--- config.mk ---
export PLATFORM = sky130hd
export DESIGN_NAME = escaped_frame_receiver_crc_flat
export DESIGN_NICKNAME = d
export VERILOG_FILES = /design/src/rtl/efr_pkg.sv /design/src/rtl/efr_in_if.sv /design/src/rtl/efr_out_if.sv /design/src/rtl/efr_crc_unit.sv /design/src/rtl/escaped_frame_receiver_crc.sv /design/src/flat_wrapper.sv
export SDC_FILE = /design/constraint.sdc
export NUM_CORES = 1
export LEC_CHECK = 0
export BUFFER_PORTS_ARGS = -buffer_cell sky130_fd_sc_hd__buf_2
export CAP_MARGIN = 20
export CELL_PAD_IN_SITES_DETAIL_PLACEMENT = 2
export CELL_PAD_IN_SITES_GLOBAL_PLACEMENT = 2
export CORE_UTILIZATION = 40
export CTS_CLUSTER_DIAMETER = 60
export DETAILED_ROUTE_END_ITERATION = 8
export GPL_ROUTABILITY_DRIVEN = 0
export PLACE_DENSITY_LB_ADDON = 0.15
export SLEW_MARGIN = 15
export SYNTH_ARGS = -nofsm -noshare
export SYNTH_HDL_FRONTEND = slang
export SYNTH_SLANG_ARGS = --single-unit
--- constraint.sdc ---
create_clock -name clk -period 2.84 [get_ports clk]
set_input_delay 0.142 -clock clk [delete_from_list [all_inputs] [get_ports clk]]
set_output_delay 0.142 -clock clk [all_outputs]
set_load 0.01 [all_outputs]
--- src/rtl/efr_pkg.sv ---
// shared constants, types and the crc byte step of the escaped frame receiver
package efr_pkg;

  localparam int DATA_W           = 8;
  localparam int LEN_W            = 5;
  localparam int CRC_W            = 16;
  localparam int CFG_IDX_W        = 2;
  localparam int BUFFER_BYTES_DEF = 30;
  localparam int MIN_FRAME        = 3;

  localparam logic [DATA_W-1:0] ESCAPE_BYTE       = 8'd27;
  localparam logic [DATA_W-1:0] START_CODE_RST    = 8'd2;
  localparam logic [DATA_W-1:0] END_CODE_RST      = 8'd3;
  localparam logic [DATA_W-1:0] ESC_ESC_CODE_RST  = 8'd27;
  localparam logic [CRC_W-1:0]  CRC_INIT          = 16'hFFFF;
  localparam logic [CRC_W-1:0]  CRC_POLY          = 16'h8408;

  // configuration register indexes
  localparam logic [CFG_IDX_W-1:0] REG_START_CODE   = 2'd0;
  localparam logic [CFG_IDX_W-1:0] REG_END_CODE     = 2'd1;
  localparam logic [CFG_IDX_W-1:0] REG_ESC_ESC_CODE = 2'd2;

  // control from the sequencer to the crc unit
  typedef struct packed {
    logic init;
    logic step;
  } crc_ctrl_t;

  // reflected crc-ccitt over one byte, lsb first
  function automatic logic [CRC_W-1:0] crc_byte(input logic [CRC_W-1:0] crc_in,
                                                input logic [DATA_W-1:0] b);
    logic [CRC_W-1:0] c;
    c = crc_in ^ {{(CRC_W-DATA_W){1'b0}}, b};
    for (int k = 0; k < DATA_W; k++) begin
      if (c[0]) begin
        c = (c >> 1) ^ CRC_POLY;
      end else begin
        c = c >> 1;
      end
    end
    return c;
  endfunction

endpackage

--- src/rtl/efr_in_if.sv ---
// received byte channel
interface efr_in_if;
  logic                         valid;
  logic                         ready;
  logic [efr_pkg::DATA_W-1:0]   rx_byte;

  modport source (output valid, output rx_byte, input ready);
  modport sink   (input valid, input rx_byte, output ready);
endinterface

--- src/rtl/efr_out_if.sv ---
// payload byte result channel
interface efr_out_if;
  logic                         valid;
  logic                         ready;
  logic [efr_pkg::DATA_W-1:0]   payload_byte;
  logic                         last_byte;
  logic [efr_pkg::LEN_W-1:0]    payload_length;
  logic                         crc_ok;

  modport source (output valid, output payload_byte, output last_byte,
                  output payload_length, output crc_ok, input ready);
  modport sink   (input valid, input payload_byte, input last_byte,
                  input payload_length, input crc_ok, output ready);
endinterface

--- src/rtl/efr_crc_unit.sv ---
// crc accumulator stepped one stored byte per command
module efr_crc_unit (
  input  logic                       clk,
  input  efr_pkg::crc_ctrl_t         ctrl,
  input  logic [efr_pkg::DATA_W-1:0] data_in,
  output logic                       crc_zero
);

  logic [efr_pkg::CRC_W-1:0] crc_r;

  // preset or fold in one byte
  always_ff @(posedge clk) begin
    if (ctrl.init) begin
      crc_r <= efr_pkg::CRC_INIT;
    end else if (ctrl.step) begin
      crc_r <= efr_pkg::crc_byte(crc_r, data_in);
    end
  end

  // residue of zero means the trailer matched
  assign crc_zero = (crc_r == '0);

endmodule

--- src/rtl/escaped_frame_receiver_crc.sv ---
// escaped frame receiver: unstuffing, frame store, crc check and payload readout
// a plain or escape word is taken when ready; ready is low while a frame closes
// closing a frame of n stored bytes: per byte a store read (S_CRC_A) and a crc step
// (S_CRC_B), then per payload word S_EMIT_A, S_EMIT_B load, S_EMIT_B wait for ready
// rst_n (synchronous, active low) clears position, escape flag and sequencer, sets
// the codes; the frame store has no reset and is used only below the write position
module escaped_frame_receiver_crc #(
  parameter int BUFFER_BYTES = efr_pkg::BUFFER_BYTES_DEF
) (
  input  logic                          clk,
  input  logic                          rst_n,
  efr_in_if.sink                        in_chan,
  efr_out_if.source                     out_chan,
  input  logic                          cfg_we,
  input  logic [efr_pkg::CFG_IDX_W-1:0] cfg_index,
  input  logic [efr_pkg::DATA_W-1:0]    cfg_wdata
);

  localparam int POS_W = $clog2(BUFFER_BYTES);
  localparam int DW    = efr_pkg::DATA_W;

  typedef enum logic [4:0] {
    S_IDLE   = 5'b00001,
    S_CRC_A  = 5'b00010,
    S_CRC_B  = 5'b00100,
    S_EMIT_A = 5'b01000,
    S_EMIT_B = 5'b10000
  } state_t;

  // emit run/wait substate, held in its own register beside the main state
  typedef enum logic [1:0] {
    E_RUN  = 2'b01,
    E_WAIT = 2'b10
  } emit_t;

  state_t              state_r, state_nxt;
  emit_t               emit_r, emit_nxt;
  logic [POS_W-1:0]    pos_r, pos_nxt;
  logic [POS_W-1:0]    idx_r, idx_nxt;
  logic                esc_r, esc_nxt;
  logic [DW-1:0]       start_code_r, end_code_r, esc_esc_code_r;

  logic [DW-1:0]       mem [BUFFER_BYTES];
  logic [DW-1:0]       rd_data_r;
  logic                wr_en;
  logic [DW-1:0]       wr_data;

  logic                out_vld_r;
  logic [DW-1:0]       out_byte_r;
  logic                out_last_r;
  logic [efr_pkg::LEN_W-1:0] out_len_r;
  logic                out_ok_r;
  logic                out_load;

  efr_pkg::crc_ctrl_t  crc_ctrl;
  logic                crc_zero;
  logic [POS_W-1:0]    payload;
  logic [DW-1:0]       c;

  assign payload = pos_r - POS_W'(2);
  assign c       = in_chan.rx_byte;

  // configuration registers
  always_ff @(posedge clk) begin
    if (!rst_n) begin
      start_code_r   <= efr_pkg::START_CODE_RST;
      end_code_r     <= efr_pkg::END_CODE_RST;
      esc_esc_code_r <= efr_pkg::ESC_ESC_CODE_RST;
    end else if (cfg_we) begin
      case (cfg_index)
        efr_pkg::REG_START_CODE:   start_code_r   <= cfg_wdata;
        efr_pkg::REG_END_CODE:     end_code_r     <= cfg_wdata;
        efr_pkg::REG_ESC_ESC_CODE: esc_esc_code_r <= cfg_wdata;
        default: ;
      endcase
    end
  end

  // frame store, one write and one registered read per cycle
  always_ff @(posedge clk) begin
    if (wr_en) begin
      mem[pos_r] <= wr_data;
    end
    rd_data_r <= mem[idx_r];
  end

  // sequencer
  always_comb begin
    state_nxt = state_r;
    emit_nxt  = emit_r;
    pos_nxt   = pos_r;
    idx_nxt   = idx_r;
    esc_nxt   = esc_r;
    wr_en     = 1'b0;
    wr_data   = c;
    out_load  = 1'b0;
    crc_ctrl  = '0;
    case (state_r)
      S_IDLE: begin
        if (in_chan.valid) begin
          if (esc_r) begin
            esc_nxt = 1'b0;
            if (c == start_code_r) begin
              pos_nxt = '0;
            end else if (c == end_code_r) begin
              if (pos_r >= POS_W'(efr_pkg::MIN_FRAME)) begin
                crc_ctrl.init = 1'b1;
                idx_nxt       = '0;
                state_nxt     = S_CRC_A;
              end
            end else if (c == esc_esc_code_r) begin
              wr_en   = 1'b1;
              wr_data = efr_pkg::ESCAPE_BYTE;
            end
          end else if (c == efr_pkg::ESCAPE_BYTE) begin
            esc_nxt = 1'b1;
          end else begin
            wr_en = 1'b1;
          end
          // advance and wrap on a stored word
          if (wr_en) begin
            pos_nxt = (pos_r == POS_W'(BUFFER_BYTES - 1)) ? '0 : pos_r + POS_W'(1);
          end
        end
      end
      S_CRC_A: begin
        state_nxt = S_CRC_B;
      end
      S_CRC_B: begin
        crc_ctrl.step = 1'b1;
        if (idx_r == pos_r - POS_W'(1)) begin
          idx_nxt   = '0;
          state_nxt = S_EMIT_A;
          emit_nxt  = E_RUN;
        end else begin
          idx_nxt   = idx_r + POS_W'(1);
          state_nxt = S_CRC_A;
        end
      end
      S_EMIT_A: begin
        state_nxt = S_EMIT_B;
        emit_nxt  = E_RUN;
      end
      S_EMIT_B: begin
        case (emit_r)
          E_RUN: begin
            out_load = 1'b1;
            emit_nxt = E_WAIT;
          end
          E_WAIT: begin
            if (out_chan.ready) begin
              if (out_last_r) begin
                pos_nxt   = payload;
                state_nxt = S_IDLE;
              end else begin
                idx_nxt   = idx_r + POS_W'(1);
                state_nxt = S_EMIT_A;
              end
            end
          end
          default: emit_nxt = E_RUN;
        endcase
      end
      default: state_nxt = S_IDLE;
    endcase
  end

  // control registers
  always_ff @(posedge clk) begin
    if (!rst_n) begin
      state_r <= S_IDLE;
      emit_r  <= E_RUN;
      pos_r   <= '0;
      idx_r   <= '0;
      esc_r   <= 1'b0;
    end else begin
      state_r <= state_nxt;
      emit_r  <= emit_nxt;
      pos_r   <= pos_nxt;
      idx_r   <= idx_nxt;
      esc_r   <= esc_nxt;
    end
  end

  // output word register
  always_ff @(posedge clk) begin
    if (!rst_n) begin
      out_vld_r <= 1'b0;
    end else if (out_load) begin
      out_vld_r <= 1'b1;
    end else if (out_vld_r && out_chan.ready) begin
      out_vld_r <= 1'b0;
    end
  end

  always_ff @(posedge clk) begin
    if (out_load) begin
      out_byte_r <= rd_data_r;
      out_last_r <= (idx_r == payload - POS_W'(1));
      out_len_r  <= efr_pkg::LEN_W'(payload);
      out_ok_r   <= crc_zero;
    end
  end

  efr_crc_unit u_crc (
    .clk      (clk),
    .ctrl     (crc_ctrl),
    .data_in  (rd_data_r),
    .crc_zero (crc_zero)
  );

  assign in_chan.ready           = (state_r == S_IDLE);
  assign out_chan.valid          = out_vld_r;
  assign out_chan.payload_byte   = out_byte_r;
  assign out_chan.last_byte      = out_last_r;
  assign out_chan.payload_length = out_len_r;
  assign out_chan.crc_ok         = out_ok_r;

endmodule
--- src/flat_wrapper.sv ---
// flat-port wrapper written by rule: the top's interface ports become plain ports
module escaped_frame_receiver_crc_flat 
#(
  parameter int BUFFER_BYTES = efr_pkg::BUFFER_BYTES_DEF
)
  (clk, rst_n, cfg_we, cfg_index, cfg_wdata, in_chan_valid, in_chan_rx_byte, in_chan_ready, out_chan_valid, out_chan_payload_byte, out_chan_last_byte, out_chan_payload_length, out_chan_crc_ok, out_chan_ready);
  efr_in_if in_chan_i ();
  efr_out_if out_chan_i ();
  input  logic clk;
  input  logic rst_n;
  input  logic cfg_we;
  input  logic [efr_pkg::CFG_IDX_W-1:0] cfg_index;
  input  logic [efr_pkg::DATA_W-1:0] cfg_wdata;
  input wire logic [$bits(in_chan_i.valid)-1:0] in_chan_valid;
  input wire logic [$bits(in_chan_i.rx_byte)-1:0] in_chan_rx_byte;
  output wire logic [$bits(in_chan_i.ready)-1:0] in_chan_ready;
  output wire logic [$bits(out_chan_i.valid)-1:0] out_chan_valid;
  output wire logic [$bits(out_chan_i.payload_byte)-1:0] out_chan_payload_byte;
  output wire logic [$bits(out_chan_i.last_byte)-1:0] out_chan_last_byte;
  output wire logic [$bits(out_chan_i.payload_length)-1:0] out_chan_payload_length;
  output wire logic [$bits(out_chan_i.crc_ok)-1:0] out_chan_crc_ok;
  input wire logic [$bits(out_chan_i.ready)-1:0] out_chan_ready;
  assign in_chan_i.valid = in_chan_valid;
  assign in_chan_i.rx_byte = in_chan_rx_byte;
  assign in_chan_ready = in_chan_i.ready;
  assign out_chan_valid = out_chan_i.valid;
  assign out_chan_payload_byte = out_chan_i.payload_byte;
  assign out_chan_last_byte = out_chan_i.last_byte;
  assign out_chan_payload_length = out_chan_i.payload_length;
  assign out_chan_crc_ok = out_chan_i.crc_ok;
  assign out_chan_i.ready = out_chan_ready;
  escaped_frame_receiver_crc #(.BUFFER_BYTES(BUFFER_BYTES)) u_core (.clk(clk), .rst_n(rst_n), .in_chan(in_chan_i), .out_chan(out_chan_i), .cfg_we(cfg_we), .cfg_index(cfg_index), .cfg_wdata(cfg_wdata));
endmodule
### Word level (Yosys, flattened, before mapping)

Memories as Yosys holds them, arrays and structs flattened. A register that Yosys moved wholly into a read port is not among the register bits.
Cells that the tools add are included.

* flip-flop bits (word level): 74
* latch bits: 0
* memory bits (writable): 240
* bits in read-only memories: 0
* input port bits: 23
* logic and storage cells: 158
* memories kept: 1

* add/sub/neg operators: 5
* $mul: 0
* divide/modulo/power cells: 0
* order comparisons: 1
* equal/unequal tests: 29
* shift operators: 0
* mux-type cells: 84
* bitwise logic cells: 9
* reductions and logical operators: 15

Memory list
* u_core.mem: depth 30, width 8, read ports 1, clocked after memory_dff 1, write ports 1, RTL line escaped_frame_receiver_crc.sv:43 `logic [DW-1:0] mem [BUFFER_BYTES];`

Operator list (count)
* 16-bit 2-to-1 mux: 22
* 5-bit 2-to-1 mux: 24
* 8-bit 2-to-1 mux: 6
* 5-bit one-hot mux with 5 select lines: 1
* 8-bit == test: 3
* 1-bit 2-to-1 mux: 24
* 2-bit inverter with 3-bit output: 8
* 16-bit logical NOT: 1
* 16-bit by 8-bit bitwise XOR with 16-bit output: 1
* 5-bit one-hot mux with 3 select lines: 1
* 7-bit AND reduction: 2
* 2-bit by 1-bit inequality test with 1-bit output (second input constant): 6
* 5-bit by 1-bit adder with 5-bit output (second input constant): 2
* 5-bit == test: 2
* 5-bit == test (second input constant): 2
* 2-bit inequality test (second input constant): 5
* 5-bit one-hot mux with 2 select lines: 1
* 5-bit by 1-bit subtractor with 5-bit output (second input constant): 2
* 9-bit AND reduction: 1
* 8-bit by 5-bit == test with 1-bit output (second input constant): 1
* 4-bit 2-to-1 mux: 2
* 2-bit AND reduction: 4
* 3-bit by 1-bit inequality test with 1-bit output (second input constant): 2
* 2-bit one-hot mux with 3 select lines: 1
* 15 further kinds: 19

### Longest topological paths before layout

Gate-level depths: netlist (run 1).

* depth after elaboration: 34
* mapped depth: 9
* mapped depth without buffers: 8

### Modules after synthesis

From an unflattened synthesis (run 1), not the netlist that was laid out.

* cells, all modules: 817
* area, all modules: 13596.8 sq um

Modules (own cells, without submodules)
* escaped_frame_receiver_crc: times used 1, cells each 730, area an instance 12643.4 sq um, sequential area each 8678.3 sq um
* efr_crc_unit: times used 1, cells each 87, area an instance 953.4 sq um, sequential area each 320.3 sq um

### Least setup slack after synthesis (run 1)

No wires, ideal clock.

* kind: register -> register
* start: reg u_core.state_r[2]
* end: reg u_core.emit_r[0]
* setup time: 0.115 ns
* data arrival time: 2.511 ns
* setup slack: 0.213 ns
* cell stages (with the launch flop): 7
* path buffers: 1
* clock period less this slack: 2.627 ns
* cells stage by stage: dfxtp_1 clkbuf_1 nor3_2 nand2b_1 nor3_1 o21ai_0 a31o_1

* cells in the longest elaborated chain, start to end: 3

RTL lines
* from (decl): RTL line escaped_frame_receiver_crc.sv:36 `state_t state_r, state_nxt;`
* from (signal assigned): RTL line escaped_frame_receiver_crc.sv:177 `state_r <= state_nxt;`
* 5-bit == test, or another cell as far along: RTL line escaped_frame_receiver_crc.sv:98 `case (state_r)`
* 2-bit inequality test (no line), or another cell as far along
* 3-bit AND reduction (no line)
* to (signal assigned): RTL line escaped_frame_receiver_crc.sv:178 `emit_r <= emit_nxt;`
* to (decl): RTL line escaped_frame_receiver_crc.sv:37 `emit_t emit_r, emit_nxt;`

Several ways; a longest one is shown, not always the timed one.
A chain may end at the register's enable or synchronous reset.

### Worst setup path in the final report (run 1)

* start: reg u_core.pos_r[1]
* end: reg u_core.idx_r[4]

* cells in the longest elaborated chain, start to end: 4

RTL lines
* from (decl): RTL line escaped_frame_receiver_crc.sv:38 `logic [POS_W-1:0] pos_r, pos_nxt;`
* from (signal assigned): RTL line escaped_frame_receiver_crc.sv:179 `pos_r <= pos_nxt;`
* 5-bit by 1-bit subtractor with 5-bit output: RTL line escaped_frame_receiver_crc.sv:131 `if (idx_r == pos_r - POS_W'(1)) begin`
* 5-bit == test: RTL line escaped_frame_receiver_crc.sv:131
* 5-bit 2-to-1 mux: RTL line escaped_frame_receiver_crc.sv:131
* 5-bit one-hot mux with 3 select lines: RTL line escaped_frame_receiver_crc.sv:98
* to (signal assigned): RTL line escaped_frame_receiver_crc.sv:180 `idx_r <= idx_nxt;`
* to (decl): RTL line escaped_frame_receiver_crc.sv:39 `logic [POS_W-1:0] idx_r, idx_nxt;`

Several ways; a longest one is shown, not always the timed one.

==> summary.txt, run 1 <==
STATUS
-------------------------------------------------------------------------------------
Result of the run                                                        finished clean

STA
-------------------------------------------------------------------------------------
Final Max Slew Viols                                                                0
Final setup violating endpoints                                                     0
Fin Setup TNS                                                                    0 ns
Shortest period the worst path allows                                         2.66 ns
Setup repair after global routing missed its margin                             false
Final Hold Viols                                                                    0
Post-route clock period utilization                                             0.935
Maximum achievable frequency                                                  376 MHz
Setup skew after layout                                                     0.0138 ns
Max transition margin                                                           0.456
Transition at the pin with the smallest max-transition slack                 0.817 ns

ROUTING
-------------------------------------------------------------------------------------
Count of nets left with antenna violations after detail routing                     0
Routed vias                                                                      7659
Via-per-instance ratio                                                           5.52
TritonRoute pass-1 iters                                                            5
Detailed-route wire length                                                    36.5 mm
Number of remaining DRC errors                                                      0
Average routed wire per standard cell                                         26.3 um
Detailed Route Iter0 Violations                                                   488

CTS
-------------------------------------------------------------------------------------
Clk Latency, worst-skew pair                                                  0.52 ns
Worst-case clock buffer depth                                                       3
CTS tree                                                                        built
Clock root buffer                                                        sky130_fd_sc_hd__clkbuf_16
Total clock sinks                                                                 322
H-tree level count                                                                  2
Clock-pin slew of the registers on the worst-case setup and hold paths        0.06 ns
Clock buffers created by TritonCTS                                                 37

WORST SETUP PATH
-------------------------------------------------------------------------------------
Type of the worst setup path                                                  reg2reg
Cell family with most CP delay                                           compound AO/OA/AOI/OAI gates
Worst Setup End Kind                                                         register
Kind of start point of the critical path                                     register
WP buf/inv                                                                          2
Endpoint required time on the critical path                                   3.24 ns
Max stage delay on crit path                                                  0.39 ns
Crit-path cells                                                          inv_1 > ha_1 > o21bai_1 > o22ai_1 > a2111oi_0 > buf_4 > o21ai_1 > nand3_1 > o32ai_1
Max FO, Critical Path                                                               6
Arrival time at the worst endpoint                                            3.06 ns
Critical Path Slowest Stage Cell                                         sky130_fd_sc_hd__o32ai_1

DIE
-------------------------------------------------------------------------------------
Die Y-Extent                                                                   185 um
Effective utilization at floorplan                                              0.409
Top Ports                                                                          40
Die X                                                                          185 um
Row cnt                                                                            66
Die footprint                                                             0.0342 mm^2
Core Box Area                                                             0.0328 mm^2

GRT
-------------------------------------------------------------------------------------
Global-route total usage across every layer                                     0.225
Total congestion overflow                                                           0
First-pass GRT wire length                                                    55.6 mm
Number of antenna violations at the first check in global routing                   2
Maximum number of pins on one net before global-route repair                       57
Number of global-route vias before repair                                        8568

PLACEMENT
-------------------------------------------------------------------------------------
Estimated wirelength of the detail-placed design                              24.2 mm
Standard cell area after detailed placement                               0.0145 mm^2
Number of buffers inserted by port buffering                                       39

LOGIC SYNTHESIS
-------------------------------------------------------------------------------------
Count of yosys warnings during synthesis                                            0
Synthesized-area fraction occupied by and/or/nand/nor cells                    0.0634
Post-synthesis adder-cell area fraction                                       0.00934
Mux cell area share after synthesis                                             0.158
Syn_area_per_cell                                                           16.5 um^2
Netlist cell types                                                                 59
Post-Syn Area                                                             0.0134 mm^2
Net count after synthesis                                                         843
Largest family of logic cells by synthesized area                        multiplexers
Gate count of the mapped netlist                                                  810
Most area-consuming cells after synthesis                                sky130_fd_sc_hd__edfxtp_1 57%, sky130_fd_sc_hd__mux4_2 12%, sky130_fd_sc_hd__dfxtp_1 10%
Most common flop cell mapped by yosys                                    sky130_fd_sc_hd__edfxtp_1
Synthesis-stage register bit count                                                322
Portion of the post-synthesis area used by sequential elements                  0.671
Top cell type's share of synthesized area                                       0.571
Post-synthesis async set-or-reset flop share                                        0
Fraction of synthesized cell area in xor and xnor cells                        0.0438
Complex-gate fraction of the synthesized area                                  0.0363
Cell type with the largest total area after synthesis                    sky130_fd_sc_hd__edfxtp_1
Number of enable-type register cells in the synthesized netlist                   255

POWER
-------------------------------------------------------------------------------------
Total power per unit cell area                                            747 mW/mm^2
Highest ir drop seen on vdd                                                    482 uV
Share of total power consumed by net switching                                  0.261
Reg power frac                                                                  0.463
Internal power of the cells                                                   8.69 mW
Sum of internal, switching and leakage power                                  11.8 mW
Net Switching                                                                 3.08 mW
Static Leak                                                                   5.30 nW
Fraction of power consumed by the clock network                                 0.398
Combinational power share                                                       0.139

FINAL LAYOUT
-------------------------------------------------------------------------------------
Flip-flop and latch area                                                 0.00900 mm^2
Total non-filler cell area in the finished layout                         0.0158 mm^2
# nets final                                                                      949
Area of the multi-input gates                                            0.00418 mm^2
Most common cell after layout, fill and taps aside                       sky130_fd_sc_hd__edfxtp_1
Fraction of layout cells with a size suffix above 1                             0.272
Commonest non-fill, non-tap cells in the layout                          255 x sky130_fd_sc_hd__edfxtp_1, 72 x sky130_fd_sc_hd__mux4_2, 65 x sky130_fd_sc_hd__dfxtp_1
Number of antenna repair diodes                                                     0
Area Overhead vs Synth                                                          17.5%
Number of fillers in the final layout                                            3052

WORST HOLD PATH
-------------------------------------------------------------------------------------
Tightest Hold Check Type                                                       in2reg

FLOW RUN
-------------------------------------------------------------------------------------
Number of violations of the max-capacitance limit                                   0

## path summary, 6_finish.rpt
check | startpoint | endpoint | slack, ns | depth (start not counted)
max | u_core.pos_r[1] | u_core.idx_r[4] | 0.18 | 9
max reg2reg | u_core.pos_r[1] | u_core.idx_r[4] | 0.18 | 9
min reg2reg | u_core.rd_data_r[5] | u_core.out_chan.payload_byte[5] | 0.47 | 0
min | rst_n | u_core.start_code_r[1] | 0.03 | 2
## sequential cells by signal (all words and copies together) (netlist names), 8 cells and up
register / cells
u_core.out_chan.payload_byte: 8
u_core.esc_esc_code_r: 8
u_core.u_crc.crc_r: 16
u_core.start_code_r: 8
u_core.end_code_r: 8
u_core.rd_data_r: 8
u_core.mem: 240
## worst register-to-register path: cells and delay by family, from the launching register on
| kind | cells | cell delay (ns) |
|---|---|---|
| AOI/OAI and AO/OA | 5 | 1.23 |
| buffers and inverters | 2 | 0.40 |
| adders and majority gates | 1 | 0.38 |
| DFF | 1 | 0.31 |
| and+or+nand+nor | 1 | 0.22 |
## power by group through the flow
stage / logic [mW] / registers (mW) / clock network, mW
2_1_floorplan: 1.02 / 5.48 / 0
3_3_place_gp: 1.54 / 5.52 / 0
3_5_place_dp: 1.61 / 5.54 / 0
4_1_cts: 1.65 / 5.44 / 4.79
5_1_grt: 1.76 / 5.46 / 4.97
6_report: 1.63 / 5.44 / 4.69
## cell families (layout without fill, tap and decap cells)
family,after synthesis,in the layout
xor+xnor,67,67
mux,119,119
fa+ha+maj,10,10
buf+inv,55,190
compound gates,64,64
flops,322,322
simple gates,173,173
## routing by layer
layer / up-vias / part of all wire / track usage
met5: - / 0 / 0
met4: 0 / 0.020 / 0.0605
met3: 47 / 0.036 / 0.0291
met2: 142 / 0.51 / 0.396
met1: 4102 / 0.43 / 0.292
li1: 3368 / - / -
## cells in the mapped netlist, types with 12 or more instances
cell	count
sky130_fd_sc_hd__mux2_2	16
sky130_fd_sc_hd__xnor2_1	48
sky130_fd_sc_hd__dfxtp_1	67
sky130_fd_sc_hd__buf_2	12
sky130_fd_sc_hd__mux4_2	72
sky130_fd_sc_hd__nor2_1	62
sky130_fd_sc_hd__inv_1	13
sky130_fd_sc_hd__o211ai_1	13
sky130_fd_sc_hd__xor2_1	19
sky130_fd_sc_hd__nand3_1	18
sky130_fd_sc_hd__nand2_1	34
sky130_fd_sc_hd__mux2i_1	31
sky130_fd_sc_hd__edfxtp_1	255
sky130_fd_sc_hd__clkbuf_1	22
## stage by stage
step	hold WS, ns	cells	setup slack [ns]	util
6_report	0.0321	1387	0.184	0.481
5_1_grt	0.0420	1387	0.0657	0.481
3_3_place_gp	0.395	1310	0.329	0.442
4_1_cts	0.0229	1387	0.161	0.481
2_1_floorplan	0.267	810	0.213	-
3_5_place_dp	0.410	1310	0.162	0.442
## final cells by class
type / count / share of cell area
sequential: 322 / 0.572
multi-input combinational: 433 / 0.265
clock buffer: 45 / 0.0640
timing repair buffer: 107 / 0.0494
tap: 442 / 0.0351
clock inverter: 23 / 0.0114
inverter: 15 / 0.00357
## timing repair
action | 4_1_cts | 5_1_grt
resized for setup | 0 | 0
endpoints found under the hold margin | 25 | 0
hold buffers | 9 | 0
buffers inserted | 0 | 0
Note: power is estimated with default switching activity, not from simulation.
==> run 2, diff against run 1 <==
Settings changed: ABC_AREA from default to 1, CORE_UTILIZATION 40 to 37.
==> run 2 against run 1 <==
Against the previous run:
- clock skew is essentially flat
- setup slack better by 0.38 ns
- critical path type unchanged
- cell area is 2.8% higher
- utilization shrank 3.9 points
- largest cell class unchanged
==> summary.txt, run 2 <==
LOGIC SYNTHESIS
-------------------------------------------------------------------------------------
Mux cell area share after synthesis                                                 0   was 0.158
Cell type with the largest total area after synthesis                    sky130_fd_sc_hd__edfxtp_1   unchanged
Most area-consuming cells after synthesis                                sky130_fd_sc_hd__edfxtp_1 55%, sky130_fd_sc_hd__dfxtp_1 9.7%, sky130_fd_sc_hd__nor2_1 6.2%   was sky130_fd_sc_hd__edfxtp_1 57%, sky130_fd_sc_hd__mux4_2 12%, sky130_fd_sc_hd__dfxtp_1 10%
Post-synthesis adder-cell area fraction                                       0.00905   was 0.00934
Synthesis-stage register bit count                                                322   unchanged
Number of enable-type register cells in the synthesized netlist                   255   unchanged
Netlist cell types                                                                 46   was 59
Gate count of the mapped netlist                                                 1309   was 810
Post-synthesis async set-or-reset flop share                                        0   unchanged
Complex-gate fraction of the synthesized area                                   0.115   was 0.0363
Net count after synthesis                                                        1342   was 843
Synthesized-area fraction occupied by and/or/nand/nor cells                     0.158   was 0.0634
Portion of the post-synthesis area used by sequential elements                  0.651   was 0.671
Most common library cells after synthesis                                255 x sky130_fd_sc_hd__edfxtp_1, 228 x sky130_fd_sc_hd__nor2_1, 198 x sky130_fd_sc_hd__nand2_1   was 255 x sky130_fd_sc_hd__edfxtp_1, 72 x sky130_fd_sc_hd__mux4_2, 67 x sky130_fd_sc_hd__dfxtp_1
Count of yosys warnings during synthesis                                            0   unchanged
Most common flop cell mapped by yosys                                    sky130_fd_sc_hd__edfxtp_1   unchanged
Most used standard cell by instance count after synthesis                sky130_fd_sc_hd__edfxtp_1   unchanged
Largest family of logic cells by synthesized area                        simple AND/OR/NAND/NOR gates   was multiplexers
Post-Syn Area                                                             0.0138 mm^2   was 0.0134 mm^2
Syn_area_per_cell                                                           10.6 um^2   was 16.5 um^2
Fraction of synthesized cell area in xor and xnor cells                        0.0228   was 0.0438
Top cell type's share of synthesized area                                       0.554   was 0.571

WORST SETUP PATH
-------------------------------------------------------------------------------------
Crit-path cells                                                          inv_1 > nand2_1 > nand2_1 > nor2_1 > nand3_1 > nor2_1 > nand3_1 > nand2_1 > nand3_2 > nor2_1 > buf_4   was inv_1 > ha_1 > o21bai_1 > o22ai_1 > a2111oi_0 > buf_4 > o21ai_1 > nand3_1 > o32ai_1
Critical Path Slowest Stage Cell                                         sky130_fd_sc_hd__nand3_2   was sky130_fd_sc_hd__o32ai_1
Arrival time at the worst endpoint                                            2.52 ns   was 3.06 ns
WP buf/inv                                                                          2   unchanged
Max stage delay on crit path                                                  0.32 ns   was 0.39 ns
Type of the worst setup path                                                  reg2reg   unchanged
Cell family with most CP delay                                           simple AND/OR/NAND/NOR gates   was compound AO/OA/AOI/OAI gates
Minimum setup slack among reg-to-reg paths                                    0.56 ns   was 0.18 ns
Kind of start point of the critical path                                     register   unchanged
Max FO, Critical Path                                                               8   was 6
Endpoint required time on the critical path                                   3.08 ns   was 3.24 ns
Worst Setup End Kind                                                         register   unchanged

FINAL LAYOUT
-------------------------------------------------------------------------------------
Fraction of layout cells with a size suffix above 1                             0.140   was 0.272
Most common cell after layout, fill and taps aside                       sky130_fd_sc_hd__edfxtp_1   unchanged
Area Overhead vs Synth                                                          17.1%   was 17.5%
Number of antenna repair diodes                                                     0   unchanged
Largest registers                                                        u_core.mem (240), u_core.u_crc.crc_r (16)   unchanged
Flip-flop count of the largest register, all copies and words added               240   unchanged
Final core occ                                                                  0.441   was 0.481
Commonest non-fill, non-tap cells in the layout                          255 x sky130_fd_sc_hd__edfxtp_1, 228 x sky130_fd_sc_hd__nor2_1, 198 x sky130_fd_sc_hd__nand2_1   was 255 x sky130_fd_sc_hd__edfxtp_1, 72 x sky130_fd_sc_hd__mux4_2, 65 x sky130_fd_sc_hd__dfxtp_1
# nets final                                                                     1436   was 949
Register bank with the most flops                                          u_core.mem   unchanged
Non-filler instance count after layout                                           1902   was 1387

DIE
-------------------------------------------------------------------------------------
Die X                                                                          195 um   was 185 um
Core Box Area                                                             0.0367 mm^2   was 0.0328 mm^2
Row cnt                                                                            70   was 66
Die Y-Extent                                                                   195 um   was 185 um
Top Ports                                                                          40   unchanged
Die footprint                                                             0.0381 mm^2   was 0.0342 mm^2
Effective utilization at floorplan                                              0.377   was 0.409

GRT
-------------------------------------------------------------------------------------
Maximum number of pins on one net before global-route repair                      115   was 57
Number of global-route vias before repair                                       11200   was 8568
Number of antenna violations at the first check in global routing                   0   was 2
First-pass GRT wire length                                                    66.4 mm   was 55.6 mm
Total congestion overflow                                                           0   unchanged
Global-route total usage across every layer                                     0.231   was 0.225

POWER
-------------------------------------------------------------------------------------
Static Leak                                                                   6.10 nW   was 5.30 nW
Total power per unit cell area                                            661 mW/mm^2   was 747 mW/mm^2
Highest ir drop seen on vdd                                                    394 uV   was 482 uV

PLACEMENT
-------------------------------------------------------------------------------------
Number of instances in the placed design                                         1820   was 1310
Estimated wirelength of the detail-placed design                              28.0 mm   was 24.2 mm
Number of buffers inserted by port buffering                                       39   unchanged
Worst setup slack after placement                                            0.495 ns   was 0.162 ns

CTS
-------------------------------------------------------------------------------------
Clk Latency, worst-skew pair                                                  0.54 ns   was 0.52 ns
Clock-pin slew of the registers on the worst-case setup and hold paths        0.06 ns   about the same
CTS tree                                                                        built   unchanged
Clock root buffer                                                        sky130_fd_sc_hd__clkbuf_16   unchanged
Worst-case clock buffer depth                                                       3   unchanged
Post-cts resize count                                                               0   unchanged
H-tree level count                                                                  2   unchanged
Clock buffers created by TritonCTS                                                 39   was 37
Total clock sinks                                                                 322   unchanged
Buffers inserted during post-CTS setup optimization                                 0   unchanged

STA
-------------------------------------------------------------------------------------
Post-route setup slack                                                       0.561 ns   was 0.184 ns
Transition at the pin with the smallest max-transition slack                  1.05 ns   was 0.817 ns
Setup skew after layout                                                     0.0136 ns   was 0.0138 ns
Final Max Slew Viols                                                                0   unchanged
Setup repair after global routing missed its margin                             false   unchanged
Fin Setup TNS                                                                    0 ns   unchanged
Shortest period the worst path allows                                         2.28 ns   was 2.66 ns
Final Hold Viols                                                                    0   unchanged
Maximum achievable frequency                                                  439 MHz   was 376 MHz
Max transition margin                                                           0.295   was 0.456
Final setup violating endpoints                                                     0   unchanged
Post-route clock period utilization                                             0.803   was 0.935

FLOW RUN
-------------------------------------------------------------------------------------
Number of violations of the max-capacitance limit                                   0   unchanged

ROUTING
-------------------------------------------------------------------------------------
Detailed Route Iter0 Violations                                                   541   was 488
Average routed wire per standard cell                                         22.7 um   was 26.3 um
Count of nets left with antenna violations after detail routing                     0   unchanged
TritonRoute pass-1 iters                                                            4   was 5
Number of remaining DRC errors                                                      0   unchanged
Routed vias                                                                     10200   was 7659
Detailed-route wire length                                                    43.2 mm   was 36.5 mm
Via-per-instance ratio                                                           5.37   was 5.52

STATUS
-------------------------------------------------------------------------------------
Result of the run                                                        finished clean   unchanged

WORST HOLD PATH
-------------------------------------------------------------------------------------
Tightest Hold Check Type                                                       in2reg   unchanged

[run 2: cell types whose count changed after synthesis, moves of 31 or more]
cell	delta
sky130_fd_sc_hd__nor2_1	+166
sky130_fd_sc_hd__nand2_1	+164
sky130_fd_sc_hd__o21ai_0	+147
sky130_fd_sc_hd__mux4_2	-72
sky130_fd_sc_hd__inv_1	+57
sky130_fd_sc_hd__o22ai_1	+50
sky130_fd_sc_hd__mux2i_1	-31
[run 2: worst paths after layout]
kind / start / cells after the start / end
worst max-delay path: u_core.esc_esc_code_r[0] / 11 / u_core.mem[21][5]
worst min-delay path: cfg_we / 5 / u_core.esc_esc_code_r[1]
worst max register to register: u_core.esc_esc_code_r[0] / 11 / u_core.mem[21][5]
worst min register to register: u_core.rd_data_r[6] / 0 / u_core.out_chan.payload_byte[6]
[run 2: final cells by class]
class                      count  area [um^2]
fill                        3780        20500
sequential                   322         9000
multi-input combinational    840         4210
clock buffer                  50         1070
timing repair buffer         116          836
tap                          468          586
inverter                      84          317
clock inverter                22          168
[run 2: power breakdown]
part	internal (mW)	leakage, nW	switching (mW)
combinational	0.203	2.64	0.457
sequential	5.17	2.84	0.0497
clock	2.85	0.605	1.97
[run 2: timing repair]
| action | 4_1_cts | 5_1_grt |
|---|---|---|
| hold buffers | 10 | 0 |
| endpoints found under the setup margin | 0 | 0 |
| hold endpoints to repair | 26 | 0 |
[run 2: cells by family after synthesis]
family / after synthesis
DFF: 322
xor gates and xnor gates: 36
and+or+nand+nor: 513
adders and majority gates: 10
AOI/OAI and AO/OA: 281
buffers and inverters: 147
[run 2: layer usage]
layer,track usage,vias up,part of all wire
li1,-,4748,-
met1,0.291,5253,0.44
met2,0.406,152,0.51
met3,0.0316,66,0.029
met4,0.0764,0,0.028
met5,0,-,0
[run 2: per-stage QoR]
stage,total power [mW],cell area [um^2],hold WS [ns]
6_report,10.7,16200,0.0672
5_1_grt,11.1,16200,0.0922
4_1_cts,10.8,16200,0.0404
3_5_place_dp,5.98,14900,0.398
3_3_place_gp,5.95,14900,0.393
2_1_floorplan,5.71,13800,0.255
[run 2: worst register-to-register path: cells and delay by family (launching register included)]
family / cells / cell delay [ns]
DFF: 1 / 0.31
buffers and inverters: 2 / 0.29
and+or+nand+nor: 9 / 1.38
==> run 3, diff against run 2 <==
Settings changed: CORE_UTILIZATION 37 to 40.
Clock period 2.84 ns to 2.1 ns, I/O delays scaled along.
==> run 3 against run 2 <==
Against the previous run:
- setup slack got worse by 0.52 ns
- critical endpoint is now u_core.mem[19][2]
- clock-buffer cell count decreased by 2
- via count increased by 3.2%
- total power increased by 40%
- largest power group unchanged
- critical path depth increased by 1
- die area decreased by 7.4%
- clock power increased by 41%
- clock skew decreased by 0.0034 ns
- routed wire length increased by 7.5%
- first-iteration DRC count increased by 10%
==> summary.txt, run 3 (synthesized netlist as in run 2, its figures left out) <==
GRT
-------------------------------------------------------------------------------------
Global-route track usage on met2                                                0.481   was 0.406
Global-route total usage across every layer                                     0.266   was 0.231
Maximum number of pins on one net before global-route repair                       65   was 115
Total congestion overflow                                                           0   unchanged
Met1 track utilization from global routing                                      0.315   was 0.291
Most used routing layer in global routing                                        met2   unchanged
Met3 usage                                                                     0.0354   was 0.0316
Number of global-route vias before repair                                       11800   was 11200
First-pass GRT wire length                                                    70.0 mm   was 66.4 mm
Number of antenna violations at the first check in global routing                   0   unchanged

STA
-------------------------------------------------------------------------------------
Post-route clock period utilization                                             0.983   was 0.803
Transition at the pin with the smallest max-transition slack                 0.514 ns   was 1.05 ns
Maximum achievable frequency                                                  485 MHz   was 439 MHz
Final setup violating endpoints                                                     0   unchanged
Final Hold Viols                                                                    0   unchanged
Max transition margin                                                           0.657   was 0.295
Shortest period the worst path allows                                         2.06 ns   was 2.28 ns
Final Max Slew Viols                                                                0   unchanged
Setup skew after layout                                                     0.0101 ns   was 0.0136 ns
Setup repair after global routing missed its margin                              true   was false

CTS
-------------------------------------------------------------------------------------
Total clock sinks                                                                 322   unchanged
Clock root buffer                                                        sky130_fd_sc_hd__clkbuf_16   unchanged
Clock-pin slew of the registers on the worst-case setup and hold paths        0.06 ns   about the same
Clk Latency, worst-skew pair                                                  0.53 ns   was 0.54 ns
CTS tree                                                                        built   unchanged
Worst-case clock buffer depth                                                       3   unchanged
Clock buffers created by TritonCTS                                                 38   was 39
H-tree level count                                                                  2   unchanged

FLOW RUN
-------------------------------------------------------------------------------------
Number of violations of the max-capacitance limit                                   0   unchanged

DIE
-------------------------------------------------------------------------------------
Top Ports                                                                          40   unchanged
Die footprint                                                             0.0353 mm^2   was 0.0381 mm^2
Effective utilization at floorplan                                              0.409   was 0.377
Row cnt                                                                            67   was 70
Die Y-Extent                                                                   188 um   was 195 um
Die X                                                                          188 um   was 195 um
Core Box Area                                                             0.0338 mm^2   was 0.0367 mm^2

FINAL LAYOUT
-------------------------------------------------------------------------------------
Number of fillers in the final layout                                            3387   was 3780
Non-filler instance count after layout                                           1913   was 1902
Flip-flop count of the largest register, all copies and words added               240   unchanged
Area of the multi-input gates                                            0.00434 mm^2   was 0.00421 mm^2
# nets final                                                                     1468   was 1436
Fraction of layout cells with a size suffix above 1                             0.193   was 0.140
Total non-filler cell area in the finished layout                         0.0168 mm^2   was 0.0162 mm^2
Largest registers                                                        u_core.mem (240), u_core.u_crc.crc_r (16)   unchanged
Register bank with the most flops                                          u_core.mem   unchanged
Flip-flop and latch area                                                 0.00901 mm^2   was 0.00900 mm^2
Area Overhead vs Synth                                                          21.8%   was 17.1%
Most common cell after layout, fill and taps aside                       sky130_fd_sc_hd__edfxtp_1   unchanged
Final core occ                                                                  0.498   was 0.441
Commonest non-fill, non-tap cells in the layout                          255 x sky130_fd_sc_hd__edfxtp_1, 211 x sky130_fd_sc_hd__nor2_1, 189 x sky130_fd_sc_hd__nand2_1   was 255 x sky130_fd_sc_hd__edfxtp_1, 228 x sky130_fd_sc_hd__nor2_1, 198 x sky130_fd_sc_hd__nand2_1

WORST SETUP PATH
-------------------------------------------------------------------------------------
Max stage delay on crit path                                                  0.33 ns   was 0.32 ns
Endpoint required time on the critical path                                   2.33 ns   was 3.08 ns
Critical Path Slowest Stage Cell                                         sky130_fd_sc_hd__dfxtp_2   was sky130_fd_sc_hd__nand3_2
Worst Setup End Kind                                                         register   unchanged
Max FO, Critical Path                                                               8   unchanged
Kind of start point of the critical path                                     register   unchanged
Arrival time at the worst endpoint                                            2.30 ns   was 2.52 ns
Crit-path cells                                                          inv_2 > nand2_2 > nand2_2 > nor2_4 > nand3_2 > nor2_4 > nand3_2 > nand2_2 > buf_12 > nand3_4 > nor2_1 > buf_4   was inv_1 > nand2_1 > nand2_1 > nor2_1 > nand3_1 > nor2_1 > nand3_1 > nand2_1 > nand3_2 > nor2_1 > buf_4
Type of the worst setup path                                                  reg2reg   unchanged
WP buf/inv                                                                          3   was 2
Most common cell type on the critical path                               sky130_fd_sc_hd__nand2_2
Cell family with most CP delay                                           simple AND/OR/NAND/NOR gates   unchanged

POWER
-------------------------------------------------------------------------------------
Highest ir drop seen on vdd                                                    591 uV   was 394 uV
Static Leak                                                                   6.38 nW   was 6.10 nW
Total power per unit cell area                                            889 mW/mm^2   was 661 mW/mm^2

ROUTING
-------------------------------------------------------------------------------------
Number of remaining DRC errors                                                      0   unchanged
Routed vias                                                                     10500   was 10200
Average routed wire per standard cell                                         24.3 um   was 22.7 um
TritonRoute pass-1 iters                                                            5   was 4
Count of nets left with antenna violations after detail routing                     0   unchanged
Detailed-route wire length                                                    46.4 mm   was 43.2 mm
Detailed Route Iter0 Violations                                                   597   was 541
Via-per-instance ratio                                                           5.51   was 5.37

PLACEMENT
-------------------------------------------------------------------------------------
Estimated wirelength of the detail-placed design                              30.7 mm   was 28.0 mm
Number of buffers inserted by port buffering                                       39   unchanged
Number of instances in the placed design                                         1830   was 1820
Standard cell area after detailed placement                               0.0153 mm^2   was 0.0149 mm^2

STATUS
-------------------------------------------------------------------------------------
Result of the run                                                        finished clean   unchanged

WORST HOLD PATH
-------------------------------------------------------------------------------------
Tightest Hold Check Type                                                       in2reg   unchanged

[run 3: cell types whose count changed in the layout (fill, tap and decap cells not counted), sizes merged]
cell,delta
clkbuf,-2
bufinv,+3
inv,-1
clkinv,-2
clkinvlp,-1
dlygate4sd3,-1
diode,+1
buf,+34
[run 3: area by class of cell]
type	instances	area share
multi-input cells	840	0.258
well taps	448	0.0333
repair buffers	149	0.0779
diodes	1	0.000149
clock inverters	21	0.0142
flip-flops and latches	322	0.535
clock buffers	48	0.0625
inverters	84	0.0188
[run 3: path summary, 6_finish.rpt]
path                            slack, ns                              end                      from  depth (start not counted)
worst min-delay path                 0.02                 u_core.emit_r[0]                     rst_n                          2
worst max register to register       0.04                u_core.mem[19][2]  u_core.esc_esc_code_r[6]                         12
worst max-delay path                 0.04                u_core.mem[19][2]  u_core.esc_esc_code_r[6]                         12
worst min register to register       0.46  u_core.out_chan.payload_byte[6]       u_core.rd_data_r[6]                          0
[run 3: power breakdown]
part	leakage [nW]	internal, mW	switching (mW)	total [mW]
sequential	2.85	7.00	0.0600	7.06
clock	0.640	4.18	2.65	6.83
combinational	2.90	0.362	0.716	1.08
[run 3: what timing repair did]
item                                   4_1_cts  5_1_grt
gates resized for setup                     10       47
setup endpoints to repair                  306      413
setup buffers                                2        2
endpoints found under the hold margin       26        0
hold buffers                                 9        0
pin swaps                                    0       14
[run 3: per-stage QoR]
stage / setup WS (ns) / TNS (ns) / hold WS, ns / total power, mW
after CTS: 0.0123 / 0 / 0.0195 / 15.1
after global placement: 0.0531 / 0 / 0.343 / 8.15
after global routing: -0.0262 / -0.489 / 0.0537 / 15.4
after detailed placement: -0.0833 / -4.45 / 0.367 / 8.21
after floorplan: 0.0925 / 0 / 0.218 / 7.73
final: 0.0363 / 0 / 0.0180 / 15.0
[run 3: routing by layer]
metal	vias to the layer above	part of all wire
met5	-	0
li1	4834	-
met3	90	0.033
met2	221	0.53
met4	0	0.036
met1	5401	0.40
